## src/hw/rtl/pcvs_pkg.sv

```systemverilog
package pcvs_pkg;

    localparam int MaxPoints  = 64;
    localparam int AddrW      = $clog2(MaxPoints);
    localparam int CntW       = $clog2(MaxPoints + 1);
    localparam int FifoDepth  = 4;
    localparam int FifoPtrW   = $clog2(FifoDepth);
    localparam int FifoCntW   = $clog2(FifoDepth + 1);
    localparam int QuoW       = 51;
    localparam int NumW       = 93;
    localparam int DenW       = 64;
    localparam int AccW       = 58;
    localparam int InDataW    = 184;

    localparam logic [29:0]     KInvTwoPi = 30'd683565276;
    localparam logic [QuoW-1:0] TermCap   = {1'b1, {(QuoW-1){1'b0}}};
    localparam logic signed [AccW-1:0] PotMax = 58'sd140737488355327;
    localparam logic signed [AccW-1:0] PotMin = -58'sd140737488355328;
    localparam logic [6:0]      PointCountReset = 7'd64;

    typedef struct packed {
        logic        is_eval;
        logic [AddrW-1:0] idx;
        logic [31:0] x;
        logic [31:0] y;
        logic [31:0] z;
        logic [31:0] q;
        logic [47:0] pot;
        logic [31:0] tym;
        logic [31:0] tzm;
        logic        tyn;
        logic        tzn;
    } t_cmd;

    typedef struct packed {
        logic zero;
        logic neg;
        logic sat;
        logic last;
    } t_tag;

    typedef enum logic [3:0] {
        S_IDLE  = 4'b0001,
        S_RUN   = 4'b0010,
        S_DRAIN = 4'b0100,
        S_FIN   = 4'b1000
    } t_state;

    function automatic logic [31:0] mag32(input logic [31:0] v);
        return v[31] ? (32'd0 - v) : v;
    endfunction

endpackage

```

## src/hw/rtl/pcvs_front.sv

```systemverilog
module pcvs_front (
    input  logic                 i_clk,
    input  logic                 i_rst_n,
    input  logic                 i_valid,
    output logic                 o_ready,
    input  logic [pcvs_pkg::InDataW-1:0] i_data,
    input  logic                 i_user,
    output logic                 o_push,
    output pcvs_pkg::t_cmd       o_cmd,
    input  logic                 i_fifo_ready
);

    logic           r_valid;
    pcvs_pkg::t_cmd r_cmd;
    pcvs_pkg::t_cmd n_cmd;
    logic           accept;

    assign o_ready = !r_valid || i_fifo_ready;
    assign accept  = i_valid && o_ready;
    assign o_push  = r_valid;
    assign o_cmd   = r_cmd;

    always_comb begin
        n_cmd.is_eval = i_user;
        n_cmd.idx     = i_data[5:0];
        n_cmd.x       = i_data[37:6];
        n_cmd.y       = i_data[69:38];
        n_cmd.z       = i_data[101:70];
        n_cmd.q       = i_data[133:102];
        n_cmd.pot     = i_data[181:134];
        n_cmd.tym     = pcvs_pkg::mag32(i_data[69:38]);
        n_cmd.tzm     = pcvs_pkg::mag32(i_data[101:70]);
        n_cmd.tyn     = i_data[69];
        n_cmd.tzn     = i_data[101];
    end

    always_ff @(posedge i_clk) begin
        if (!i_rst_n) begin
            r_valid <= 1'b0;
        end else begin
            r_valid <= accept || (r_valid && !i_fifo_ready);
        end
        if (accept) begin
            r_cmd <= n_cmd;
        end
    end

endmodule

```

## config.mk

```make
export PLATFORM = sky130hd
export DESIGN_NAME = pcvs_front
export DESIGN_NICKNAME = d
export VERILOG_FILES = /design/src/hw/rtl/pcvs_pkg.sv /design/src/hw/rtl/pcvs_front.sv
export SDC_FILE = /design/constraint.sdc
export NUM_CORES = 1
export LEC_CHECK = 0
export BUFFER_PORTS_ARGS = -buffer_cell sky130_fd_sc_hd__buf_2
export CAP_MARGIN = 20
export CORE_AREA = 2 2 171 173
export DETAILED_ROUTE_END_ITERATION = 8
export DIE_AREA = 0 0 173 175
export PLACE_DENSITY_LB_ADDON = 0.05
export SYNTH_ARGS = -nofsm -noshare
export SYNTH_HDL_FRONTEND = slang
export SYNTH_SLANG_ARGS = --single-unit
```

## constraint.sdc

```tcl
create_clock -name i_clk -period 9 [get_ports i_clk]
set_input_delay 0.45 -clock i_clk [delete_from_list [all_inputs] [get_ports i_clk]]
set_output_delay 0.45 -clock i_clk [all_outputs]
set_load 0.02 [all_outputs]
```

# After elaboration in Yosys (flattened, before gate mapping)
# Cells that the tools add are included.
dict set report totals {
  regBits 250
  in_bits 189
  output_inout_bits 251
  wordCells 24
}
dict set report op_classes {
  add_sub_neg 2
  muxes 2
  n_reduce_logical 6
}
# cell n
set ops {}
lappend ops {{1-bit by 32-bit subtractor with 32-bit output (first input constant)} 2}
lappend ops {{31-bit two-way mux} 2}
lappend ops {{1-bit logical AND} 2}
lappend ops {{1-bit zero test} 2}
lappend ops {{1-bit logical OR} 2}

# Depth between registers and ports, before layout
# Gate-level depths: netlist (run 1).
dict set report depth {
  ltp_word 4
  mapped_depth 6
  ltp_nobuf 6
}

# Worst setup path after synthesis (run 1)
# OpenSTA, ideal clock, no wires.
dict set report synth_path {
  path_kind {input to register}
  from {input port i_fifo_ready}
  to {register r_cmd, in the netlist o_cmd[100] (enable)}
  setup_ns 0.636
  t_arrival_ns 6.310
  required_ns 8.364
  slack_ns 2.054
  cell_stages 2
  path_buffers 0
  cell_sequence {nand2b_1 -> and2_1}
}
dict set report synth_between {
  elab_chain_cells 2
}
# item line_no
set synth_lines {}
lappend synth_lines {{start, declared} pcvs_front.sv:10} ;# input logic i_fifo_ready
lappend synth_lines {{1-bit logical OR} pcvs_front.sv:18} ;# assign o_ready = !r_valid || i_fifo_ready;
lappend synth_lines {{1-bit logical AND} pcvs_front.sv:19} ;# assign accept = i_valid && o_ready;
lappend synth_lines {{named net accept} pcvs_front.sv:16} ;# logic accept;
lappend synth_lines {{end signal, assigned} pcvs_front.sv:44} ;# r_cmd <= n_cmd;
lappend synth_lines {{end, declared} pcvs_front.sv:14} ;# pcvs_pkg::t_cmd r_cmd;
# The timed path passes the listed nets, and every way through them passes these cells.
# A chain may end at the register's enable or synchronous reset.

# Final worst setup path (run 1)
dict set report layout_path {
  from {register r_valid (netlist: o_push)}
  to {register r_cmd, in the netlist o_cmd[108] (enable)}
}
dict set report layout_between {
  elab_chain_cells 3
}
# item line_no
set layout_lines {}
lappend layout_lines {{start, declared} pcvs_front.sv:13} ;# logic r_valid;
lappend layout_lines {{start signal, assigned} pcvs_front.sv:41} ;# r_valid <= accept || (r_valid && !i_fifo_ready);
lappend layout_lines {{1-bit zero test} pcvs_front.sv:18}
lappend layout_lines {{1-bit logical OR} pcvs_front.sv:18}
lappend layout_lines {{1-bit logical AND} pcvs_front.sv:19}
lappend layout_lines {{named net accept} pcvs_front.sv:16}
# The timed path passes the listed nets, and every way through them passes these cells.

==> results of run 1 <==
==> state kept, by name, summed over array words and instances, names as in the netlist <==
| register | cells |
|---|---|
| o_cmd | 245 |
| o_push | 1 |
==> synthesized netlist by cell type (3+ instances only) <==
library cell  count
nor2_1           12
inv_1             5
or4_1             9
o31ai_1          12
clkbuf_1          5
xnor2_1          58
nand4_1           3
o41ai_1          10
nor4_1            6
or3_1             4
or2_2             5
o21ai_0          20
ha_1              4
or4_4             3
buf_4             4
edfxtp_1        245
nand2_1          24
nand3_1           6
nand2b_1          6
==> power by group through the flow <==
stage	clock [mW]	sequential [mW]	combinational, mW
after floorplan	0	1.50	0.0633
after global routing	1.15	1.38	0.325
after CTS	1.11	1.37	0.310
after detailed placement	0	1.39	0.309
final	1.07	1.37	0.304
after global placement	0	1.39	0.307
==> layout make-up <==
type                            instances  area share (%)
Antenna cell                            3          0.0611
Clock buffer                           34            5.88
Clock inverter                         16            1.16
Inverter                                5           0.153
Multi-Input combinational cell        189            10.9
Sequential cell                       246            60.0
Tap cell                              384            3.91
Timing Repair Buffer                  440            18.0
==> kinds of logic (layout without fill, tap and decap cells) <==
group	count (synthesis)	after routing	synth area share, %
fa+ha+maj	4	4	0.569
flops	246	246	83.9
other cells	0	3	0
simple gates	81	81	4.95
buf+inv	16	495	0.939
compound gates	46	46	3.86
xor+xnor	58	58	5.78
==> layer usage <==
metal  GRT usage, %  vias to the layer above
li1               -                     2686
met1           17.1                     2779
met2           28.2                      256
met3           5.81                       44
met4           5.01                        4
met5              0                        -
==> worst max path at each step <==
stage	startpoint	endpoint	cells past startpoint
2_1_floorplan	i_fifo_ready	o_cmd[100]	2
3_3_place_gp	i_fifo_ready	o_cmd[216]	5
3_5_place_dp	i_fifo_ready	o_cmd[216]	5
4_1_cts	o_push	o_cmd[102]	4
5_1_grt	o_push	o_cmd[108]	4
6_report	o_push	o_cmd[108]	4
==> metrics by stage <==
step	area, um2	std cells	hold slack, ns	setup WS, ns	util, %
floorplan	8790	451	0.549	2.05	-
global placement	11400	1264	0.526	5.81	40.2
detailed placement	11400	1264	0.525	5.71	40.2
CTS	12300	1314	0.0564	5.96	43.3
global route	12300	1316	0.0548	5.78	43.3
finish	12300	1317	0.0877	6.03	43.3
==> worst max-delay path: stages (launching register included) <==
cell and delay (ns):
dfxtp_1 0.31, nand2b_1 0.10, and2_4 0.51, buf_4 0.67, buf_4 0.90
==> results.toml, run 1 <==
[sta]
worstMarginPinSlew_ns = 1.07
finalCriticalPeriod_ns = 2.97
setup_viol = 0
maxSlewHeadroom_pct = 28.6
max_freq_mhz = 337
fin_tns_setup_ns = 0
period_share_pct = 33.0
skew_ns = 0.00592
rsz0062_at_grt = "no"
hold_viol_final = 0
maxSlewViolCount = 0

[route]
drc_errors = 0
viasPerCell = 4.38
first_iter_violations = 290
vias = 5769
routedWlPerCell_um = 19.0
wl_met1_um = 9070
totalWireLength_um = 25100
top_layer = "met5"
first_pass_iters = 4
route.met2.wl_um = 12900
dr_wl_met3_um = 2290
postRouteAntennaNets = 0

[synth]
synth_edf_count = 245
synth_top_area_cell = "edfxtp_1"
syn-num-nets = 644
synth_top_area_share_pct = 83.7
synthArstFlopShare_pct = 0
yosys.cell_types.count = 29
ys_ff_latch = 246
synth.area.top_cells = "edfxtp_1, xnor2_1, o21ai_0"
yosys_warnings = 0
ys_seq_area_share_pct = 83.9
synth_area_mm2 = 0.00879
syn_inst = 451
synth_area_per_cell_um2 = 19.5
synth_flop_cell = "edfxtp_1"

[hold_path]
min_to = "o_cmd[104]"
hp-start = "i_data[172]"
hp-class = "input port to flop"
min_path_cells = 1

[power]
vdd_drop_max_mv = 0.177
clockPowerShare_pct = 38.9
p_switching_mw = 0.660
power_mw = 2.74
p_per_area_mw_per_mm2 = 223
power_frac_comb_pct = 11.1
power_frac_seq_pct = 50.0
swShare_pct = 24.1
p_int_mw = 2.08
leakagePower_nw = 4.92

[clock_network]
holdBufCountCts = 0
clk_latency_ns = 0.54
root_buffer = "clkbuf_16"
cts_tree = "done"
clk_pin_slew_worst_paths_ns = 0.06
numCtsBuffers = 28
cts_sinks = 246
postCtsSetupBuffers = 0
cts_buffer_depth = 3
htreeDepth = 1
post_cts_resized = 0

[die]
pin_count = 440
die_x_um = 173
core_area_mm2 = 0.0284
start_util_pct = 31.0
rows = 62
die-area_mm2 = 0.0303
die_y_um = 175

[grt]
antenna_found_initial = 5
grt_max_degree = 86
gr-total-overflow = 0
grt_usage_pct = 15.7
grt_pass1_vias = 5810
grt_pass1_wl_um = 36100

[outcome]
status = "completed"

[layout]
drive_gt1_share_pct = 52.9
multi_input_area_mm2 = 0.00134
layout_commonest_cell = "buf_2"
area_growth_syn_to_layout_pct = 39.8
layout_common_cells = "buf_2, edfxtp_1, xnor2_1"
fillers = 2689
regArea_mm2 = 0.00738
layout.nets = 1103

[worst_setup_path]
r2r_start = "o_push"
crit_fanout = 85
crit_type = "flop to flop"
cp.arrival_ns = 3.12
end_kind = "flop"
startpoint_type = "flop"
r2r-end = "o_cmd[108]"
critPathRequiredTime_ns = 9.15
r2r_setup_slack_ns = 6.03
ff2ff_path_depth = 4

[place]
numPortBuffers = 437
place_hpwl_um = 18900
routabilityCongestion = 0.872

[run]
max_cap_violations = 0
No activity file was read; power rests on OpenSTA's default activity.
==> run 2: changes to the inputs <==
- ABC_AREA: not set -> 1
- CORE_AREA: 2 2 171 173 -> 2 2 173 175
- DIE_AREA: 0 0 173 175 -> 0 0 175 177
- clock period: 9 -> 2.6 ns (I/O delays scaled with it)
==> run 2 against run 1 <==
Cell area is 21% higher; critical path depth fell by 2; worst hold slack got worse by 0.054 ns; flip-flop and latch count unchanged; critical path type unchanged; critical endpoint is now o_cmd[127]; highest routed layer is now met4.
==> results.toml, run 2 <==
[sta]
maxSlewHeadroom_pct = 62.1
worstMarginPinSlew_ns = 0.568
setup_ws_ns = 1.05
maxSlewViolCount = 0
hold_viol_final = 0
period_share_pct = 59.5
fin_tns_setup_ns = 0
setup_viol = 0
skew_ns = 0.00868
max_freq_mhz = 647
finalCriticalPeriod_ns = 1.55
rsz0062_at_grt = "no"

[die]
core_area_mm2 = 0.0292
die_y_um = 177
start_util_pct = 32.5
die-area_mm2 = 0.0310
pin_count = 440
die_x_um = 175
rows = 63

[synth]
yosys_warnings = 0
synth_area_mm2 = 0.00951
ys_ff_latch = 246
synthArstFlopShare_pct = 0
synth_flop_cell = "edfxtp_1"
synth_top_area_share_pct = 77.3
synth_common_cells = "edfxtp_1, nand2_1, nor2_1, inv_1, nand3_1"
ys_seq_area_share_pct = 77.6
syn_inst = 706
syn-num-nets = 899
synth.area.top_cells = "edfxtp_1, nand2_1, nor2_1"
synth_top_area_cell = "edfxtp_1"
synth_most_common_cell = "edfxtp_1"
synth_area_per_cell_um2 = 13.5
yosys.cell_types.count = 25
synth_edf_count = 245

[worst_setup_path]
crit_type = "flop to flop"
r2r-end = "o_cmd[127]"
r2r_start = "o_push"
crit_fanout = 103
crit_path_max_incr_delay_ns = 0.46
cp-endpoint = "o_cmd[127]"
r2r_setup_slack_ns = 1.05
path_depth = 2
startpoint_type = "flop"
end_kind = "flop"
ff2ff_path_depth = 2
crit_start = "o_push"
critPathTopFamily = "buffers and inverters"
path_buf_inv = 1
cp_cell_sequence = "a21oi_4, buf_12"
cp.arrival_ns = 1.72
critPathSlowestCell = "buf_12"
critPathRequiredTime_ns = 2.77

[clock_network]
clk_pin_slew_worst_paths_ns = 0.06
cts_buffer_depth = 3
cts_tree = "done"
root_buffer = "clkbuf_16"
postCtsSetupBuffers = 0
cts_sinks = 246
clk_latency_ns = 0.54
htreeDepth = 1
numCtsBuffers = 28

[place]
place_hpwl_um = 22200
placed_cells = 1527
dpl_worst_slack_ns = 1.05
routabilityCongestion = 0.816
numPortBuffers = 437

[layout]
fin_cells = 1762
drive_gt1_share_pct = 37.2
regArea_mm2 = 0.00738
layout_common_cells = "buf_2, edfxtp_1, nand2_1"
largest_register_ffs = 245
layout.nets = 1543
multi_input_area_mm2 = 0.00189
area_growth_syn_to_layout_pct = 56.4
layout_commonest_cell = "buf_2"
fillers = 2623

[run]
max_cap_violations = 0

[power]
leakagePower_nw = 6.39
p_per_area_mw_per_mm2 = 653
vdd_drop_max_mv = 0.426

[grt]
grt_pass1_wl_um = 45000
grt_pass1_vias = 7528
grt_usage_pct = 19.2
antenna_found_initial = 2
gr-total-overflow = 0
grt_max_degree = 104

[route]
totalWireLength_um = 30700
routedWlPerCell_um = 17.4
postRouteAntennaNets = 0
drc_errors = 0
viasPerCell = 4.27
first_iter_violations = 489
first_pass_iters = 4
vias = 7529

[outcome]
status = "completed"

[hold_path]
min_path_cells = 3
hp-class = "input port to flop"
## run 2: per-stage QoR
| step | power, mW | area (um2) | utilization (%) | hold slack (ns) |
|---|---|---|---|---|
| after CTS | 9.85 | 14900 | 50.8 | 0.00128 |
| after floorplan | 5.46 | 9530 | - | 0.229 |
| after detailed placement | 5.98 | 12200 | 41.7 | 0.308 |
| final | 9.72 | 14900 | 50.9 | 0.0342 |
| after global routing | 10.1 | 14900 | 50.9 | 0.0505 |
| after global placement | 5.98 | 12200 | 41.7 | 0.307 |
## run 2: worst register-to-register path, cell delays in order, from the launching register on
cell and delay [ns]:
dfxtp_4 0.35, a21oi_4 0.29, buf_12 0.46
## run 2: power breakdown
part	internal, mW	total [mW]	switching (mW)
sequential	4.67	4.73	0.0552
clock	2.06	3.60	1.53
combinational	0.539	1.39	0.851
## run 2: logic make-up (layout without fill, tap and decap cells)
logic type / after synthesis / after routing / share of synthesized area (%)
buffers and inverters: 60 / 724 / 2.66
other: 0 / 2 / 0
AOI/OAI and AO/OA: 16 / 16 / 1.03
adders and majority gates: 4 / 4 / 0.526
DFF: 246 / 246 / 77.6
and+or+nand+nor: 352 / 352 / 15.7
xor gates and xnor gates: 28 / 28 / 2.58
## run 2: worst min path at each step
stage | startpoint | endpoint | slack, ns
after floorplan | i_data[168] | o_cmd[100] | 0.23
after CTS | i_valid | o_cmd[179] | 0.001
after detailed placement | i_data[117] | o_cmd[129] | 0.31
after global placement | i_data[142] | o_cmd[74] | 0.31
final | i_valid | o_cmd[179] | 0.03
after global routing | i_valid | o_cmd[179] | 0.05
## run 2: per-layer routing
| metal | global-route usage (%) | share of wire, % |
|---|---|---|
| met5 | 0 | 0 |
| met4 | 4.44 | 2.1 |
| met3 | 5.71 | 8.3 |
| met2 | 34.0 | 50 |
| met1 | 22.9 | 39 |
## run 2: repair_timing
action | CTS | global route
resized for setup | 0 | 0
hold buffers | 183 | 0
endpoints found under the hold margin | 240 | 0
## run 2: area by class of cell
| class | instances | share of cell area (%) |
|---|---|---|
| multi-input combinational | 400 | 12.7 |
| clock buffer | 35 | 4.89 |
| timing repair buffer | 625 | 27.5 |
| sequential | 246 | 49.6 |
| clock inverter | 15 | 0.690 |
| antenna | 2 | 0.0336 |
| inverter | 49 | 1.24 |
| tap | 390 | 3.28 |
