[src/hw/rtl/pcvs_pkg.sv]
package pcvs_pkg;

    localparam int MaxPoints  = 64;
    localparam int AddrW      = $clog2(MaxPoints);
    localparam int CntW       = $clog2(MaxPoints + 1);
    localparam int FifoDepth  = 4;
    localparam int FifoPtrW   = $clog2(FifoDepth);
    localparam int FifoCntW   = $clog2(FifoDepth + 1);
    localparam int QuoW       = 51;
    localparam int NumW       = 93;
    localparam int DenW       = 64;
    localparam int AccW       = 58;
    localparam int InDataW    = 184;

    localparam logic [29:0]     KInvTwoPi = 30'd683565276;
    localparam logic [QuoW-1:0] TermCap   = {1'b1, {(QuoW-1){1'b0}}};
    localparam logic signed [AccW-1:0] PotMax = 58'sd140737488355327;
    localparam logic signed [AccW-1:0] PotMin = -58'sd140737488355328;
    localparam logic [6:0]      PointCountReset = 7'd64;

    typedef struct packed {
        logic        is_eval;
        logic [AddrW-1:0] idx;
        logic [31:0] x;
        logic [31:0] y;
        logic [31:0] z;
        logic [31:0] q;
        logic [47:0] pot;
        logic [31:0] tym;
        logic [31:0] tzm;
        logic        tyn;
        logic        tzn;
    } t_cmd;

    typedef struct packed {
        logic zero;
        logic neg;
        logic sat;
        logic last;
    } t_tag;

    typedef enum logic [3:0] {
        S_IDLE  = 4'b0001,
        S_RUN   = 4'b0010,
        S_DRAIN = 4'b0100,
        S_FIN   = 4'b1000
    } t_state;

    function automatic logic [31:0] mag32(input logic [31:0] v);
        return v[31] ? (32'd0 - v) : v;
    endfunction

endpackage

[src/hw/rtl/pcvs_fifo.sv]
module pcvs_fifo (
    input  logic           i_clk,
    input  logic           i_rst_n,
    input  logic           i_push,
    input  pcvs_pkg::t_cmd i_cmd,
    output logic           o_ready,
    output logic           o_valid,
    output pcvs_pkg::t_cmd o_cmd,
    input  logic           i_pop
);

    pcvs_pkg::t_cmd                     r_mem [pcvs_pkg::FifoDepth];
    logic [pcvs_pkg::FifoPtrW-1:0]      r_wp;
    logic [pcvs_pkg::FifoPtrW-1:0]      r_rp;
    logic [pcvs_pkg::FifoCntW-1:0]      r_cnt;
    logic                               do_push;
    logic                               do_pop;

    assign o_ready = r_cnt != pcvs_pkg::FifoCntW'(pcvs_pkg::FifoDepth);
    assign o_valid = r_cnt != '0;
    assign o_cmd   = r_mem[r_rp];
    assign do_push = i_push && o_ready;
    assign do_pop  = i_pop && o_valid;

    always_ff @(posedge i_clk) begin
        if (!i_rst_n) begin
            r_wp  <= '0;
            r_rp  <= '0;
            r_cnt <= '0;
        end else begin
            if (do_push) begin
                r_wp <= r_wp + 1'b1;
            end
            if (do_pop) begin
                r_rp <= r_rp + 1'b1;
            end
            if (do_push && !do_pop) begin
                r_cnt <= r_cnt + 1'b1;
            end else if (!do_push && do_pop) begin
                r_cnt <= r_cnt - 1'b1;
            end
        end
        if (do_push) begin
            r_mem[r_wp] <= i_cmd;
        end
    end

endmodule

[config.mk]
export PLATFORM = sky130hd
export DESIGN_NAME = pcvs_fifo
export DESIGN_NICKNAME = d
export VERILOG_FILES = /design/src/hw/rtl/pcvs_pkg.sv /design/src/hw/rtl/pcvs_fifo.sv
export SDC_FILE = /design/constraint.sdc
export NUM_CORES = 1
export LEC_CHECK = 0
export ABC_AREA = 1
export CAP_MARGIN = 30
export CORE_AREA = 3 3 264 266
export DETAILED_ROUTE_END_ITERATION = 16
export DIE_AREA = 0 0 267 269
export DONT_BUFFER_PORTS = 1
export PLACE_DENSITY = 0.66
export SYNTH_ARGS = -nofsm -noshare
export SYNTH_HDL_FRONTEND = slang
export SYNTH_SLANG_ARGS = --single-unit
export TNS_END_PERCENT = 5
[constraint.sdc]
create_clock -name i_clk -period 16.2 [get_ports i_clk]
set_clock_uncertainty 0.15 [all_clocks]
set_input_delay 3.24 -clock i_clk [delete_from_list [all_inputs] [get_ports i_clk]]
set_output_delay 3.24 -clock i_clk [all_outputs]
set_load 0.05 [all_outputs]
After elaboration in Yosys (flattened, before gate mapping)
Memory sizes are Yosys's and may differ from the RTL's. A register that Yosys moved wholly into a read port is not among the register bits. Index checks and enable logic that the tools add are counted.

Memories kept: 1. Memory bits (writable): 996. Bits of input ports: 253. Logic and storage cells: 23. Bits in registers: 7. Output and inout bits: 251.

Eq/ne operators: 1. Reductions and logical operators: 8. Muxes and demuxes: 6. $add $sub $neg: 4.

Memories: r_mem (depth 4, bits a word 249, rd ports 1, clocked after Yosys merged registers in 1, wr ports 1, RTL line pcvs_fifo.sv:12) `pcvs_pkg::t_cmd r_mem [pcvs_pkg::FifoDepth];`.

Operators with widths (count): $mux W3 (2); $add A2 B1 Y2 const B (2); $logic_and A1 B1 Y1 (4); $mux W2 (2); $add A3 B1 Y3 const B (1); $ne A3 B3 Y1 const B (1); $reduce_bool A3 Y1 (1); $sub A3 B1 Y3 const B (1); $logic_not A1 Y1 (2); $mux W1 (2); $reduce_bool A2 Y1 (1).

Depth between registers and ports, before layout
Gate-level depths: netlist of the first run.

Depth in word-level cells: 6. Mapped depth: 13. Gate-level depth less buffers: 13.

Worst setup path after synthesis of the first run
Ideal clock, no wire load.

Path kind: input port to flip-flop. From: in i_push. To: mem r_mem[0][0] in the netlist's numbering, enable pin. Setup time: 865 ps. Stages: 2. Arrival time: 13705 ps. Path buffers: 0. Required time: 15185 ps. Slack: 1480 ps. Cells stage by stage: nand2_1 nor2_1.

Word-level cells in the longest chain between the ends: 3.

Ends and longest elaborated chain: from (decl) (RTL line pcvs_fifo.sv:4) `input logic i_push,`; $logic_and A1 B1 Y1 (RTL line pcvs_fifo.sv:22) `assign do_push = i_push && o_ready;`; $mux W1 (RTL line pcvs_fifo.sv:43) `if (do_push) begin`; $mux W1 (implied by the code) (RTL line pcvs_fifo.sv:44) `r_mem[r_wp] <= i_cmd;`; to (decl) (RTL line pcvs_fifo.sv:12).

Every way passes these cells.

==> results of run 1 <==
[cell families after synthesis]
family / Yosys count / synth area share [%]
flops: 1005 / 81.24
compound gates: 751 / 10.99
simple gates: 532 / 5.415
buf+inv: 181 / 2.108
fa+ha+maj: 6 / 0.2230
xor+xnor: 1 / 0.02365
[layer usage]
metal / vias up / global-route usage, % / wire (um) / share of wire (%)
met4: 0 / 7.988 / 2731 / 3.2
met5: - / 0 / 0 / 0
li1: 9823 / - / - / -
met1: 10960 / 28.11 / 32240 / 38
met2: 895 / 38.13 / 42950 / 50
met3: 160 / 7.674 / 7912 / 9.2
[metrics by stage]
stage,util [%],cells,power [mW]
3_5_place_dp,59.03,3467,5.994
5_1_grt,63.99,3649,8.485
4_1_cts,63.74,3643,8.213
2_1_floorplan,-,2476,5.241
3_3_place_gp,56.63,3268,5.591
6_report,63.99,3649,8.183
[power groups by stage]
stage          logic (mW)  registers [mW]  clock network, mW
3_3_place_gp         2.31            3.28                  0
5_1_grt              2.86            3.25               2.37
4_1_cts              2.71            3.24               2.26
6_report             2.72            3.24               2.23
3_5_place_dp         2.70            3.29                  0
2_1_floorplan        1.87            3.37                  0
[worst max path at each step]
stage               startpoint      endpoint  slack (ns)  depth (start not counted)
finish                    flop    o_cmd[114]        8.91                          5
global route              flop     o_cmd[97]        8.60                          5
CTS                       flop     o_cmd[61]        8.69                          5
detailed placement      i_push  r_mem[3][94]        8.86                          5
global placement        i_push  r_mem[3][90]        8.89                          5
floorplan               i_push   r_mem[0][0]        1.48                          2
[synthesized netlist by cell type, drive strengths merged]
master	number	share of area, %
xor2	1	0.024
o22ai	249	4.2
edfxtp	996	81
clkbuf	107	1.1
o21ai	499	6.7
nand3b	1	0.020
fa	1	0.054
dfxtp	9	0.49
nand3	4	0.054
inv	16	0.16
a21oi	3	0.041
nor2	512	5.2
ha	5	0.17
buf	58	0.86
nand2	15	0.15
[placed cells by master (no fill, tap or decap), drive strengths merged]
cell type	synthesis	layout
edfxtp	996	996
nor2	512	512
o21ai	499	499
buf	58	289
o22ai	249	249
clkbuf	107	115
clkinv	0	43
inv	16	17
nand2	15	15
bufinv	0	12
dfxtp	9	9
ha	5	5
clkinvlp	0	5
nand3	4	4
a21oi	3	3
xor2	1	1
nand3b	1	1
fa	1	1
[flip-flops by register name, indices dropped and copies added, names as in the netlist, named ones only]
signal	cells
r_rp	2
r_mem	996
r_cnt	3
r_wp	2
[layout make-up]
class	instances	area, um^2
sequential	1005	30100
multi-input combinational	1290	6197
inverter	16	72.57
clock inverter	61	656.9
clock buffer	115	2516
fill	4703	24230
timing repair buffer	289	2419
tap	873	1092
[worst max-delay path: cells and delay by family (launching register included)]
kind                   cells  cell delay (ns)
AOI/OAI and AO/OA          2             0.61
buffers and inverters      3             1.89
DFF                        1             0.67
==> results.sh, run 1 <==
export IMPL_post_route_min_period_ns=7.285
export IMPL_finalCritPeriodShare_pct=44.97
export IMPL_final_area_um2=43050
export IMPL_holdPathStages=2
export IMPL_grt_max_degree=197
export IMPL_swShare_pct=37.36
export IMPL_critPathLaunchType="flop"
export IMPL_grt_overflow=0
export IMPL_p_per_area_nw_per_um2=190.1
export IMPL_synth_seq_area_share_pct=81.24
export IMPL_min_delay_start="r_rp[1]"
export IMPL_timing_setup_tns_ns=0
export IMPL_required_ns=12.81
export IMPL_drive_above_1_share_pct=15.74
export IMPL_slew_violations=0
export IMPL_max_stage_delay_ns=0.90
export IMPL_cp_common_cell="buf_4"
export IMPL_antenna_cells=0
export IMPL_avgSynthCellArea_um2=14.96
export IMPL_crit_slowest_cell="buf_4"
export IMPL_rsz0062_at_grt="no"
export IMPL_start_util_pct=55.05
export IMPL_crit_type="flop to output pin"
export IMPL_grt_pass1_wl_mm=124.9
export IMPL_htreeDepth=3
export IMPL_placed_area_um2=39710
export IMPL_path_cells="buf_4 > buf_4 > o21ai_0 > o22ai_1 > buf_4"
export IMPL_cts_hold_buf=0
export IMPL_maxCapViolations=0
export IMPL_die_y_um=269
export IMPL_grt_pass1_vias=21000
export IMPL_power_frac_comb_pct=33.2
export IMPL_p_clk_share_pct=27.2
export IMPL_post_place_ws_ns=8.861
export IMPL_hold_ws_ns=0.3571
export IMPL_cts_num_sinks=1005
export IMPL_wire_per_inst_um=23.52
export IMPL_p_leak_nw=14.44
export IMPL_cp_max_fo=102
export IMPL_endpoint_kind="output pin"
export IMPL_worst_r2r_path_depth=8
export IMPL_slew_headroom_pct=32.10
export IMPL_clk_insertion_delay_late_ns=0.64
export IMPL_max_freq_ghz=0.1373
export IMPL_core_um2=67280
export IMPL_area_growth_pct=16.24
export IMPL_syn_nets=2735
export IMPL_rows=95
export IMPL_r2r_setup_slack_ns=11.26
export IMPL_r2r_end="r_mem[3][107]"
export IMPL_yosysWarningCount=0
export IMPL_dr_total_vias=21840
export IMPL_ant_nets=0
export IMPL_final_setup_worst_slack_ns=8.915
export IMPL_netlist_instances=2476
export IMPL_final_setup_viol_count=0
export IMPL_portBuffers=0
export IMPL_worstMarginPinSlew_ns=1.018
export IMPL_status="finished clean"
export IMPL_power_frac_seq_pct=39.6
export IMPL_drc_errors=0
export IMPL_dp_hpwl_mm=49.89
export IMPL_routed_wl_mm=85.84
export IMPL_cts_setup_buffers=0
export IMPL_firstDrtPassIters=6
export IMPL_gp_congestion=0.7757
export IMPL_clk_pin_slew_ns=0.06
export IMPL_rr_startpoint="r_cnt[0]"
export IMPL_p_sw_mw=3.057
export IMPL_die_area_um2=71820
export IMPL_crit_arrival_ns=3.90
export IMPL_clockBufferDepth=3
export IMPL_hold_class="flop to flop"
export IMPL_ys_types=19
export IMPL_p_int_mw=5.126
export IMPL_antenna_found_initial=0
export IMPL_cts_repair_resize_count=0
export IMPL_die_w_um=267
export IMPL_cts_tree="done"
export IMPL_clockRootBuffer="clkbuf_16"
export IMPL_ys_seq_elements=1005
export IMPL_final_nets=2957
export IMPL_peakVddDrop_v=0.0001363
export IMPL_hold_viol_final=0
export IMPL_syn_area_um2=37040
export IMPL_cts_buffers=96
export IMPL_track_usage_pct=22.81
export IMPL_drtIter0Drc=1953
export IMPL_viasPerCell=5.984
export IMPL_io_pins=504
(Power assumes the default switching activity.)
==> run 2: changes to the inputs <==
Settings changed: PLACE_DENSITY 0.66 to 0.69.
Clock period 16.2 ns to 6.4 ns, I/O delays scaled along.
==> run 2 against run 1 <==
Effect of this change: global-route usage fell by 0.10 points; utilization fell by 0.32 points; flip-flop and latch count stayed put; combinational power grew to 2.5 times the previous value; non-clock buffer count shrank 11; critical path type unchanged; sequential power rose to 2.5 times the previous value; setup slack worse by 7.0 ns; first-iteration DRC count increased by 19%.
==> results.sh, run 2 (synthesized netlist as in run 1, its figures left out) <==
export IMPL_maxCapViolations=0
export IMPL_max_freq_ghz=0.2207
export IMPL_crit_arrival_ns=3.10
export IMPL_placed_area_um2=39700
export IMPL_portBuffers=0
export IMPL_status="finished clean"
export IMPL_clk_insertion_delay_late_ns=0.63
export IMPL_critPathLaunchType="flop"
export IMPL_hold_class="flop to flop"
export IMPL_start_util_pct=55.05
export IMPL_cts_hold_buf=0
export IMPL_cts_repair_resize_count=0
export IMPL_drtIter0Drc=2328
export IMPL_firstDrtPassIters=5
export IMPL_rsz0062_at_grt="no"
export IMPL_clockRootBuffer="clkbuf_16"
export IMPL_htreeDepth=3
export IMPL_cp_common_cell="buf_4"
export IMPL_final_cells=3637
export IMPL_grt_pass1_vias=21220
export IMPL_clk_pin_slew_ns=0.05
export IMPL_p_per_area_nw_per_um2=480.1
export IMPL_p_clk_share_pct=26.9
export IMPL_dp_cells=3461
export IMPL_p_leak_nw=14.32
export IMPL_timing_setup_tns_ns=0
export IMPL_cts_tree="done"
export IMPL_final_common_cell="edfxtp_1"
export IMPL_final_nets=2948
export IMPL_max_stage_delay_ns=0.68
export IMPL_cts_setup_buffers=0
export IMPL_n_fill_cell=4601
export IMPL_p_sw_mw=7.690
export IMPL_cts_buffers=98
export IMPL_final_util_pct=63.67
export IMPL_largest_register="r_mem"
export IMPL_wire_per_inst_um=23.22
export IMPL_grt_max_degree=216
export IMPL_finalCritPeriodShare_pct=70.81
export IMPL_track_usage_pct=22.71
export IMPL_io_pins=504
export IMPL_hold_viol_final=0
export IMPL_routed_wl_mm=84.47
export IMPL_drive_above_1_share_pct=15.23
export IMPL_required_ns=4.97
export IMPL_area_growth_pct=15.66
export IMPL_post_route_min_period_ns=4.532
export IMPL_p_int_mw=12.88
export IMPL_drc_errors=0
export IMPL_die_area_um2=71820
export IMPL_path_cells="buf_12 > buf_4 > o21ai_0 > o22ai_1 > buf_4"
export IMPL_die_y_um=269
export IMPL_power_frac_comb_pct=33.3
export IMPL_post_place_ws_ns=2.467
export IMPL_reg_top3="r_mem: 996 flops, r_cnt: 3 flops"
export IMPL_power_frac_seq_pct=39.8
export IMPL_path_delay_family="buffers and inverters"
export IMPL_final_setup_viol_count=0
export IMPL_critPathBufInv=3
export IMPL_dp_hpwl_mm=47.72
export IMPL_antenna_found_initial=0
export IMPL_swShare_pct=37.39
export IMPL_slew_headroom_pct=27.30
export IMPL_crit_slowest_cell="buf_4"
export IMPL_cts_num_sinks=1005
export IMPL_core_um2=67280
export IMPL_grt_pass1_wl_mm=124.4
export IMPL_crit_type="flop to output pin"
export IMPL_largest_register_ff_count=996
export IMPL_rows=95
export IMPL_ant_nets=0
export IMPL_dr_total_vias=21770
export IMPL_cp_max_fo=180
export IMPL_antenna_cells=0
export IMPL_gp_congestion=0.8634
export IMPL_clockBufferDepth=3
export IMPL_slew_violations=0
export IMPL_grt_overflow=0
export IMPL_viasPerCell=5.987
export IMPL_final_area_um2=42840
export IMPL_mostFrequentLayoutCells="edfxtp_1, nor2_1, o21ai_0, buf_4, o22ai_1"
export IMPL_final_setup_worst_slack_ns=1.868
export IMPL_worstMarginPinSlew_ns=1.091
export IMPL_peakVddDrop_v=0.0004039
export IMPL_die_w_um=267
export IMPL_endpoint_kind="output pin"
==> run 2: cell types whose count changed in the layout (fill, tap and decap cells not counted), sizes merged <==
cell	previous run	this run
bufinv	12	9
clkinv	43	36
buf	289	278
clkbuf	115	127
clkinvlp	5	1
inv	17	18
==> run 2: worst reg2reg max path, stage by stage, from the launching register on <==
cell and delay, ns:
dfxtp_1 0.40, nor2_1 0.09, nand2_1 0.48, nand2_1 0.42, nor2_4 0.68, buf_12 0.46
==> run 2: power groups by stage <==
stage,clock (mW),sequential [mW],combinational [mW]
after global placement,0,8.28,5.95
after floorplan,0,8.40,4.74
after global routing,5.89,8.23,7.20
after detailed placement,0,8.31,6.84
after CTS,5.62,8.18,6.87
final,5.54,8.19,6.84
==> run 2: path summary, 6_finish.rpt <==
check / slack, ns / depth (start not counted) / endpoint / from
setup / recovery: 1.87 / 5 / o_cmd[199] / flop
hold / removal: 0.36 / 2 / flop / r_rp[0]
setup reg to reg: 3.11 / 5 / r_mem[0][68] / r_cnt[0]
hold reg to reg: 0.36 / 2 / flop / r_rp[0]
==> run 2: through the flow <==
step	power [mW]	hold slack [ns]
detailed placement	15.16	0.3483
CTS	20.67	0.3577
floorplan	13.14	0.3148
global placement	14.24	0.3335
global route	21.32	0.3771
finish	20.57	0.3607
==> run 2: final cells by class <==
type	count	area, um^2	share of cell area [%]
clock inverter	48	511.7	1.195
inverter	16	72.57	0.1694
timing repair buffer	278	2273	5.307
clock buffer	127	2592	6.052
sequential	1005	30100	70.26
tap	873	1092	2.550
multi-input combinational	1290	6197	14.47
==> run 2: metal layers <==
metal | wire (um) | global-route usage [%] | part of all wire (%) | up-vias
met5 | 0 | 0 | 0 | -
met3 | 8175 | 7.464 | 9.7 | 166
li1 | - | - | - | 9796
met4 | 2905 | 8.047 | 3.4 | 0
met2 | 42300 | 37.90 | 50 | 960
met1 | 31080 | 28.14 | 37 | 10850
